$ cat src/rgtd_pkg.sv
// shared types and constants of the rds group text decoder
package rgtd_pkg;

    localparam int PS_CHARS = 8;
    localparam int RT_CHARS = 64;
    localparam int RT_ROW_CHARS = 4;
    localparam int RT_ROWS = RT_CHARS / RT_ROW_CHARS;
    localparam int RT_DEPTH = 2 * RT_ROWS;
    localparam int RT_ROW_BITS = 8 * RT_ROW_CHARS;
    localparam int RT_ADDR_BITS = $clog2(RT_DEPTH);

    localparam logic [7:0] TIMEOUT_LIMIT_RESET = 8'd10;

    localparam logic [1:0] KIND_BLOCK   = 2'd0;
    localparam logic [1:0] KIND_TIMEOUT = 2'd1;
    localparam logic [1:0] KIND_READ_PS = 2'd2;
    localparam logic [1:0] KIND_READ_RT = 2'd3;

    localparam logic [2:0] BLK_A  = 3'd0;
    localparam logic [2:0] BLK_B  = 3'd1;
    localparam logic [2:0] BLK_C  = 3'd2;
    localparam logic [2:0] BLK_D  = 3'd3;
    localparam logic [2:0] BLK_CP = 3'd4;

    localparam logic [3:0] GROUP_PS = 4'd0;
    localparam logic [3:0] GROUP_RT = 4'd2;

    typedef struct packed {
        logic [1:0]  kind;
        logic [2:0]  block_id;
        logic [15:0] block_word;
        logic [5:0]  char_index;
        logic        clear_new;
    } item_word_t;

    typedef struct packed {
        logic        group_done;
        logic [15:0] pi_code;
        logic        station_new;
        logic        text_new;
        logic        active_page;
        logic        rds_present;
        logic [7:0]  char_out;
    } result_word_t;

endpackage

$ cat src/rgtd_ram.sv
// generic ram, one write port and two registered read ports
module rgtd_ram #(
    parameter int WIDTH = 32,
    parameter int DEPTH = 32
) (
    input  logic                     clk,
    input  logic                     wr_en,
    input  logic [$clog2(DEPTH)-1:0] wr_addr,
    input  logic [WIDTH-1:0]         wr_data,
    input  logic                     rd_a_en,
    input  logic [$clog2(DEPTH)-1:0] rd_a_addr,
    output logic [WIDTH-1:0]         rd_a_data,
    input  logic                     rd_b_en,
    input  logic [$clog2(DEPTH)-1:0] rd_b_addr,
    output logic [WIDTH-1:0]         rd_b_data
);

    logic [WIDTH-1:0] mem [DEPTH];

    always_ff @(posedge clk)
    begin
        if (wr_en)
        begin
            mem[wr_addr] <= wr_data;
        end
        if (rd_a_en)
        begin
            rd_a_data <= mem[rd_a_addr];
        end
        if (rd_b_en)
        begin
            rd_b_data <= mem[rd_b_addr];
        end
    end

endmodule

$ cat src/rds_group_text_decoder.sv
// rds group text decoder: group assembly, station name and radio text stores
// pipeline: input register then result register; an accepted word waits in the
//   input register until the result register can take it, so result stalls hold it there
// throughput: one word per cycle while result_stall is low; the radio text ram has one read port for reads
//   and one that prefetches the row addressed by the stored block b
// reset: asynchronous, clears assembler, pi, flags, station chars and the row
//   valid bits of the radio text ram at once; no clearing pass
module rds_group_text_decoder
    import rgtd_pkg::*;
(
    input  logic         clk,
    input  logic         rst_n,
    input  logic         item_valid,
    output logic         item_stall,
    input  item_word_t   item_word,
    output logic         result_valid,
    input  logic         result_stall,
    output result_word_t result_word,
    input  logic         cfg_wr_en,
    input  logic [7:0]   cfg_wr_data
);

    localparam logic [1:0] EXP_A = 2'd0;
    localparam logic [1:0] EXP_B = 2'd1;
    localparam logic [1:0] EXP_C = 2'd2;
    localparam logic [1:0] EXP_D = 2'd3;

    // pipeline registers
    logic         s1_valid_reg;
    item_word_t   s1_word_reg;
    logic         out_valid_reg;
    result_word_t out_word_reg;
    logic                   byp_hit_reg, byp_hit_next;
    logic [RT_ROW_BITS-1:0] byp_data_reg;

    // decoder state
    logic [7:0]  limit_reg;
    logic [1:0]  expect_reg, expect_next;
    logic [15:0] gw_reg [3];
    logic [15:0] gw_next [3];
    logic [15:0] pi_reg, pi_next;
    logic [7:0]  station_reg [PS_CHARS];
    logic [7:0]  station_next [PS_CHARS];
    logic [1:0][RT_ROWS-1:0] rt_valid_reg, rt_valid_next;
    logic [2:0]  flags_reg, flags_next;
    logic        page_reg, page_next;
    logic [7:0]  tcount_reg, tcount_next;
    logic        present_reg, present_next;

    logic proc;
    logic accept;

    // ram signals
    logic                    ram_we;
    logic [RT_ADDR_BITS-1:0] ram_waddr;
    logic [RT_ROW_BITS-1:0]  ram_wdata;
    logic [RT_ADDR_BITS-1:0] rd_addr_a;
    logic [RT_ROW_BITS-1:0]  ram_a_data;
    logic [RT_ROW_BITS-1:0]  ram_b_data;

    // group decode
    logic        pi_change;
    logic [15:0] wb, wc, wd;
    logic        rt_pg;
    logic [3:0]  rt_row;
    logic [7:0]  st_work [PS_CHARS];
    logic        st_hit;
    logic [3:0][7:0] row_old, row_new, row_work;
    logic [3:0]  row_mask;
    logic        rt_hit;
    logic [1:0][RT_ROWS-1:0] rt_valid_dec;

    // read and timeout
    logic [7:0]  tcount_inc;
    logic [RT_ROW_BITS-1:0] rd_row;
    logic [7:0]  ch;
    logic        done;
    logic [2:0]  flags_out;

    assign proc       = s1_valid_reg && (!out_valid_reg || !result_stall);
    assign item_stall = s1_valid_reg && !proc;
    assign accept     = item_valid && !item_stall;

    assign result_valid = out_valid_reg;
    assign result_word  = out_word_reg;

    // decode of a completed group, from the stored a, b, c words and this d word
    assign wb = gw_reg[1];
    assign wc = gw_reg[2];
    assign wd = s1_word_reg.block_word;
    assign pi_change = gw_reg[0] != pi_reg;
    assign rt_pg  = wb[4];
    assign rt_row = wb[11] ? {1'b0, wb[3:1]} : wb[3:0];

    always_comb
    begin
        if (pi_change)
        begin
            st_work = '{default: '0};
        end
        else
        begin
            st_work = station_reg;
        end
        st_hit  = 1'b0;
        for (int i = 0; i < 2; i++)
        begin
            logic [2:0] pos;
            logic [7:0] c;
            pos = {wb[1:0], 1'b0} + 3'(i);
            c   = (i == 0) ? wd[15:8] : wd[7:0];
            if (st_work[pos] != 8'd0 && st_work[pos] != c)
            begin
                st_work = '{default: '0};
                st_hit  = 1'b1;
            end
            st_work[pos] = c;
        end
    end

    always_comb
    begin
        for (int i = 0; i < RT_ROW_CHARS; i++)
        begin
            row_old[i] = (rt_valid_reg[rt_pg][rt_row] && !pi_change)
                ? ram_b_data[8*i +: 8] : 8'd0;
        end
        if (wb[11])
        begin
            row_new  = '0;
            row_mask = wb[0] ? 4'b1100 : 4'b0011;
            if (wb[0])
            begin
                row_new[2] = wd[15:8];
                row_new[3] = wd[7:0];
            end
            else
            begin
                row_new[0] = wd[15:8];
                row_new[1] = wd[7:0];
            end
        end
        else
        begin
            row_mask   = 4'b1111;
            row_new[0] = wc[15:8];
            row_new[1] = wc[7:0];
            row_new[2] = wd[15:8];
            row_new[3] = wd[7:0];
        end
        // a conflict wipes the whole page, chars already placed included
        row_work = row_old;
        rt_hit   = 1'b0;
        for (int i = 0; i < RT_ROW_CHARS; i++)
        begin
            if (row_mask[i])
            begin
                if (row_work[i] != 8'd0 && row_work[i] != row_new[i])
                begin
                    row_work = '0;
                    rt_hit   = 1'b1;
                end
                row_work[i] = row_new[i];
            end
        end
        rt_valid_dec = pi_change ? '0 : rt_valid_reg;
        if (rt_hit)
        begin
            rt_valid_dec[rt_pg] = '0;
        end
        rt_valid_dec[rt_pg][rt_row] = 1'b1;
    end

    assign tcount_inc = (tcount_reg == 8'hFF) ? tcount_reg : tcount_reg + 8'd1;
    assign rd_row     = byp_hit_reg ? byp_data_reg : ram_a_data;

    always_comb
    begin
        expect_next   = expect_reg;
        gw_next       = gw_reg;
        pi_next       = pi_reg;
        station_next  = station_reg;
        rt_valid_next = rt_valid_reg;
        flags_next    = flags_reg;
        page_next     = page_reg;
        tcount_next   = tcount_reg;
        present_next  = present_reg;
        ram_we        = 1'b0;
        ram_waddr     = {rt_pg, rt_row};
        ram_wdata     = row_work;
        done          = 1'b0;
        ch            = 8'd0;
        flags_out     = flags_reg;
        if (proc)
        begin
            unique case (s1_word_reg.kind)
                KIND_BLOCK:
                begin
                    present_next = 1'b1;
                    tcount_next  = 8'd0;
                    unique case (s1_word_reg.block_id)
                        BLK_A:
                        begin
                            gw_next[0]  = wd;
                            expect_next = EXP_B;
                        end
                        BLK_B:
                        begin
                            if (expect_reg == EXP_B)
                            begin
                                gw_next[1]  = wd;
                                expect_next = EXP_C;
                            end
                            else
                            begin
                                expect_next = EXP_A;
                            end
                        end
                        BLK_C:
                        begin
                            if (expect_reg == EXP_C)
                            begin
                                gw_next[2]  = wd;
                                expect_next = EXP_D;
                            end
                            else
                            begin
                                expect_next = EXP_A;
                            end
                        end
                        BLK_CP:
                        begin
                            expect_next = (expect_reg == EXP_C) ? EXP_D : EXP_A;
                        end
                        BLK_D:
                        begin
                            expect_next = EXP_A;
                            if (expect_reg == EXP_D)
                            begin
                                done    = 1'b1;
                                pi_next = gw_reg[0];
                                if (pi_change)
                                begin
                                    station_next  = '{default: '0};
                                    rt_valid_next = '0;
                                end
                                if (wb[15:12] == GROUP_PS)
                                begin
                                    station_next = st_work;
                                    if (st_hit)
                                    begin
                                        flags_next[0] = 1'b1;
                                    end
                                end
                                else if (wb[15:12] == GROUP_RT)
                                begin
                                    rt_valid_next = rt_valid_dec;
                                    ram_we        = 1'b1;
                                    page_next     = rt_pg;
                                    if (rt_hit)
                                    begin
                                        flags_next[{1'b0, rt_pg} + 2'd1] = 1'b1;
                                    end
                                end
                            end
                        end
                        default:
                        begin
                        end
                    endcase
                    flags_out = flags_next;
                end
                KIND_TIMEOUT:
                begin
                    tcount_next = tcount_inc;
                    if (tcount_inc > limit_reg)
                    begin
                        station_next  = '{default: '0};
                        rt_valid_next = '0;
                        pi_next       = 16'd0;
                        present_next  = 1'b0;
                    end
                end
                KIND_READ_PS:
                begin
                    if (s1_word_reg.char_index[5:3] == 3'd0)
                    begin
                        ch = station_reg[s1_word_reg.char_index[2:0]];
                    end
                    if (s1_word_reg.clear_new)
                    begin
                        flags_next[0] = 1'b0;
                    end
                end
                KIND_READ_RT:
                begin
                    if (rt_valid_reg[page_reg][s1_word_reg.char_index[5:2]])
                    begin
                        ch = rd_row[8*s1_word_reg.char_index[1:0] +: 8];
                    end
                    if (s1_word_reg.clear_new)
                    begin
                        flags_next[{1'b0, page_reg} + 2'd1] = 1'b0;
                    end
                end
                default:
                begin
                end
            endcase
        end
    end

    // read address uses the page as left by the word now finishing
    assign rd_addr_a    = {page_next, item_word.char_index[5:2]};
    assign byp_hit_next = ram_we && (ram_waddr == rd_addr_a);

    rgtd_ram #(
        .WIDTH(RT_ROW_BITS),
        .DEPTH(RT_DEPTH)
    ) u_rt_ram (
        .clk       (clk),
        .wr_en     (ram_we),
        .wr_addr   (ram_waddr),
        .wr_data   (ram_wdata),
        .rd_a_en   (accept),
        .rd_a_addr (rd_addr_a),
        .rd_a_data (ram_a_data),
        .rd_b_en   (1'b1),
        .rd_b_addr ({rt_pg, rt_row}),
        .rd_b_data (ram_b_data)
    );

    always_ff @(posedge clk or negedge rst_n)
    begin
        if (!rst_n)
        begin
            s1_valid_reg  <= 1'b0;
            out_valid_reg <= 1'b0;
            limit_reg     <= TIMEOUT_LIMIT_RESET;
            expect_reg    <= EXP_A;
            gw_reg        <= '{default: '0};
            pi_reg        <= 16'd0;
            station_reg   <= '{default: '0};
            rt_valid_reg  <= '0;
            flags_reg     <= 3'd0;
            page_reg      <= 1'b0;
            tcount_reg    <= 8'd0;
            present_reg   <= 1'b0;
        end
        else
        begin
            if (accept)
            begin
                s1_valid_reg <= 1'b1;
            end
            else if (proc)
            begin
                s1_valid_reg <= 1'b0;
            end
            if (proc)
            begin
                out_valid_reg <= 1'b1;
            end
            else if (!result_stall)
            begin
                out_valid_reg <= 1'b0;
            end
            if (cfg_wr_en)
            begin
                limit_reg <= cfg_wr_data;
            end
            expect_reg   <= expect_next;
            gw_reg       <= gw_next;
            pi_reg       <= pi_next;
            station_reg  <= station_next;
            rt_valid_reg <= rt_valid_next;
            flags_reg    <= flags_next;
            page_reg     <= page_next;
            tcount_reg   <= tcount_next;
            present_reg  <= present_next;
        end
    end

    always_ff @(posedge clk)
    begin
        if (accept)
        begin
            s1_word_reg  <= item_word;
            byp_hit_reg  <= byp_hit_next;
            byp_data_reg <= ram_wdata;
        end
        if (proc)
        begin
            out_word_reg.group_done  <= done;
            out_word_reg.pi_code     <= pi_next;
            out_word_reg.station_new <= flags_out[0];
            out_word_reg.text_new    <= page_next ? flags_out[2] : flags_out[1];
            out_word_reg.active_page <= page_next;
            out_word_reg.rds_present <= present_next;
            out_word_reg.char_out    <= ch;
        end
    end

endmodule

$ cat config.mk
export PLATFORM = sky130hd
export DESIGN_NAME = rds_group_text_decoder
export DESIGN_NICKNAME = d
export VERILOG_FILES = /design/src/rgtd_pkg.sv /design/src/rgtd_ram.sv /design/src/rds_group_text_decoder.sv
export SDC_FILE = /design/constraint.sdc
export NUM_CORES = 2
export LEC_CHECK = 0
export BUFFER_PORTS_ARGS = -buffer_cell sky130_fd_sc_hd__buf_2
export CAP_MARGIN = 5
export CORE_MARGIN = 1
export CORE_UTILIZATION = 55
export DETAILED_ROUTE_END_ITERATION = 12
export GPL_ROUTABILITY_DRIVEN = 0
export PLACE_DENSITY = 0.67
export SETUP_SLACK_MARGIN = 0.1
export SYNTH_ARGS = -nofsm -noshare
export SYNTH_HDL_FRONTEND = slang
export SYNTH_SLANG_ARGS = --single-unit
$ cat constraint.sdc
create_clock -name clk -period 7.23 [get_ports clk]
set_clock_uncertainty 0.2 [all_clocks]
set_input_delay 0.723 -clock clk [delete_from_list [all_inputs] [get_ports clk]]
set_output_delay 0.723 -clock clk [all_outputs]
set_load 0.01 [all_outputs]
==> flow_summary.ini <==
[run_status]
status = completed

[floorplan]
die_area_um2 = 118600
design.core.area_um2 = 116200
dieHeight_um = 344.4
start_util = 0.5548
floorplan.rows = 125
die-width_um = 344.4
floorplan.io_pins = 72

[sta]
finalSetupViolCount = 0
period_share = 0.9464
max_freq_mhz = 146.1
setup_tns_ns = 0
final_critical_path_setup_slack_ns = 0.3875
final-max-slew-violation-count = 0
post_layout_min_period_ns = 6.842
hold_violations = 0
tightest_slew_ns = 1.398
max-slew-margin-rel = 0.06799
unrepaired_setup_endpoints_after_global_routing = no
finalHoldWorstSlack_ns = 0.1156

[synth]
synth_nets = 3887
syn-cell-area_um2 = 64470
flip_flop_and_latch_count_after_synthesis = 1357
yosysWarnings = 0
synth_largest_area_cell = sky130_fd_sc_hd__edfxtp_1
seq_area_frac_synth = 0.6133
synth_top_area_share = 0.5338
ys_async_sr_fraction = 0.1319
synth.top_cells.by_area = sky130_fd_sc_hd__edfxtp_1 53%, sky130_fd_sc_hd__mux4_2 22%, sky130_fd_sc_hd__dfrtp_1 6.9%, sky130_fd_sc_hd__nand2_1 1.4%, sky130_fd_sc_hd__a21oi_1 1.3%
dominant_synthesized_flop_cell = sky130_fd_sc_hd__edfxtp_1
syn_avg_cell_area_um2 = 16.82
post_synth_inst_count = 3833
synth_edf_count = 1146
synth.lib_cells_used.distinct = 76

[clocking]
root_buffer = sky130_fd_sc_hd__clkbuf_16
post-cts-setup-buffers = 0
clkTransAtPathRegs_ns = 0.06
max-clock-path-buffers = 3
tritoncts_clock_tree = done
worst_skew_pair.late_latency_ns = 0.79
cts-buffers-inserted = 143
htreeDepth = 4
number_of_sinks_driven_by_the_clock_tree = 1357

[global_route]
number_of_antenna_violations_at_the_first_check_in_global_routing = 5
grt.busiest_layer = met2
maximum_number_of_pins_on_one_net_before_global_route_repair = 132
met1_usage = 0.4610
track_usage = 0.3411
grt_first_pass_wirelength_um = 282700
groute.layer.met3.usage = 0.07903
grt_pass1_vias = 39470
grt_overflow = 0
grt.met2_usage = 0.5254

[route]
detail_route.wl_per_cell_um = 35.65
first_pass_iters = 7
drt_first_iter_violations = 5644
drc = 0
route.antenna.remaining_nets = 0
route.detailed.vias_per_inst = 7.258
totalWireLength_um = 199300
vias = 40570

[setup_path]
critPathSlowestCell = sky130_fd_sc_hd__nor4_1
timing.critical_path.arrival_ns = 7.12
worst_r2r_path_depth = 19
critPathMaxStageDelay_ns = 0.76
cp_cell_sequence = mux2_8, mux4_2, a32oi_1, and4_1, a21oi_2, buf_4, nand3_1, a21oi_2, nand4_4, a41oi_1, nor4_1, nor3_1, or4_1, a211oi_1, o311ai_4, a21oi_2, buf_4, nor2_2, buf_4
crit_required_ns = 7.50
timing.critical_path.from_type = flip-flop
worstSetupEndpointType = flip-flop
crit_type = flip-flop to flip-flop
critical_path_peak_fanout = 33

[final_layout]
multi_input_comb_area_um2 = 24100
instances_no_fill = 5590
largest_register_ffs = 1024
layout_common_cells = 1146 x sky130_fd_sc_hd__edfxtp_1, 640 x sky130_fd_sc_hd__mux4_2, 243 x sky130_fd_sc_hd__nand2_1
share_of_post_route_cells_with_drive_strength_above_1 = 0.3126
layout.cells.most_common = sky130_fd_sc_hd__edfxtp_1
design.final.nets = 3999
area_delta_synth_final_pct = 12.65
filler_cell_count = 8206
seqCellArea_um2 = 39550

[power_and_ir_drop]
power.share.sequential = 0.480
netSwitchingPower_mw = 4.638
total_leakage_power_nw = 23.47
irDropWorstVdd_mv = 0.2070
cellInternalPower_mw = 14.11
power.share.combinational = 0.109
switching_share = 0.2474
power-per-cell-area_nw_per_um2 = 258.2
share_clk_of_total_power = 0.411

[min_path]
min_delay_path_depth = 3
hold_path_class = primary input to flip-flop

[placed_design]
pre_cts_ws_ns = 0.3219
place_hpwl_um = 113800
post-place-cells = 5289
io_buffers = 71

[job]
max-cap-violations = 0
per-layer routing:
metal  vias up  wire, um
met5         -        97
met4        10     10950
met3       561     23240
met2      2825     92980
met1     21090     72010
li1      16090         -
final cells by class:
cell class	instances	share of cell area
diodes	3	0.0001034
clock buffers	193	0.05580
clock inverters	70	0.01204
inverters	36	0.001895
multi-input cells	2147	0.3319
flip-flops and latches	1357	0.5445
well taps	1524	0.02626
repair buffers	260	0.02753
cells by family (layout without fill, tap and decap cells):
| group | count (synthesis) | after routing | share of synthesized area |
|---|---|---|---|
| xor+xnor | 52 | 52 | 0.007065 |
| mux | 775 | 775 | 0.2461 |
| flops | 1357 | 1357 | 0.6133 |
| compound gates | 643 | 643 | 0.06479 |
| buf+inv | 329 | 559 | 0.01993 |
| fa+ha+maj | 13 | 13 | 0.002523 |
| other cells | 0 | 3 | 0 |
| simple gates | 664 | 664 | 0.04637 |
what timing repair did:
item / CTS / global route
hold buffers: 35 / 0
endpoints found under the setup margin: 0 / 330
endpoints found under the hold margin: 126 / 0
resized for setup: 0 / 10
synth_stat cells (all sizes together) (4+ instances only):
master	count
edfxtp	1146
mux4	640
nand2	243
clkbuf	203
nor2	187
a21oi	181
dfrtp	177
o21ai	169
buf	90
nor3	76
a22oi	73
mux2	72
mux2i	63
nand3	49
a22o	47
inv	35
dfxtp	32
a221oi	30
xnor2	29
a211oi	23
xor2	23
nor4	22
a31oi	21
nor2b	17
and2	15
a21o	14
ha	13
o22ai	12
o2bb2ai	12
nand2b	11
nand4	11
o31ai	10
a32o	7
and3	6
nand3b	6
o21a	6
o32ai	6
a221o	5
a41oi	5
nor3b	4
worst paths after layout:
path | to | slack [ns] | startpoint
min in group asynchronous | limit_reg[0] | 0.39 | rst_n
max reg2reg | u_rt_ram.mem[17][7] | 0.39 | wb[11]
min reg2reg | result_valid | 0.28 | s1_valid_reg
max in group asynchronous | station_reg[16] | 5.15 | rst_n
max | u_rt_ram.mem[17][7] | 0.39 | wb[11]
min | limit_reg[3] | 0.12 | cfg_wr_en
worst max-delay path: cells and delay by family (launching register included):
| family | cells | cell delay (ns) |
|---|---|---|
| DFF | 1 | 0.65 |
| buffers and inverters | 3 | 0.94 |
| and+or+nand+nor | 7 | 2.18 |
| AOI/OAI and AO/OA | 7 | 1.76 |
| muxes | 2 | 0.78 |
power groups by stage:
stage	Clock, mW	Sequential, mW	Combinational, mW
floorplan	0	9.02	1.41
global placement	0	9.14	1.98
CTS	7.76	8.99	2.02
finish	7.70	9.00	2.04
detailed placement	0	9.15	2.00
global route	8.04	9.01	2.18
metrics by stage:
stage | util | power (mW) | instance area (um2)
CTS | 0.6247 | 18.77 | 72600
floorplan | - | 10.43 | 64470
global placement | 0.5793 | 11.12 | 67320
detailed placement | 0.5793 | 11.15 | 67320
global route | 0.6249 | 19.23 | 72620
finish | 0.6250 | 18.75 | 72620
(Power assumes the default switching activity.)
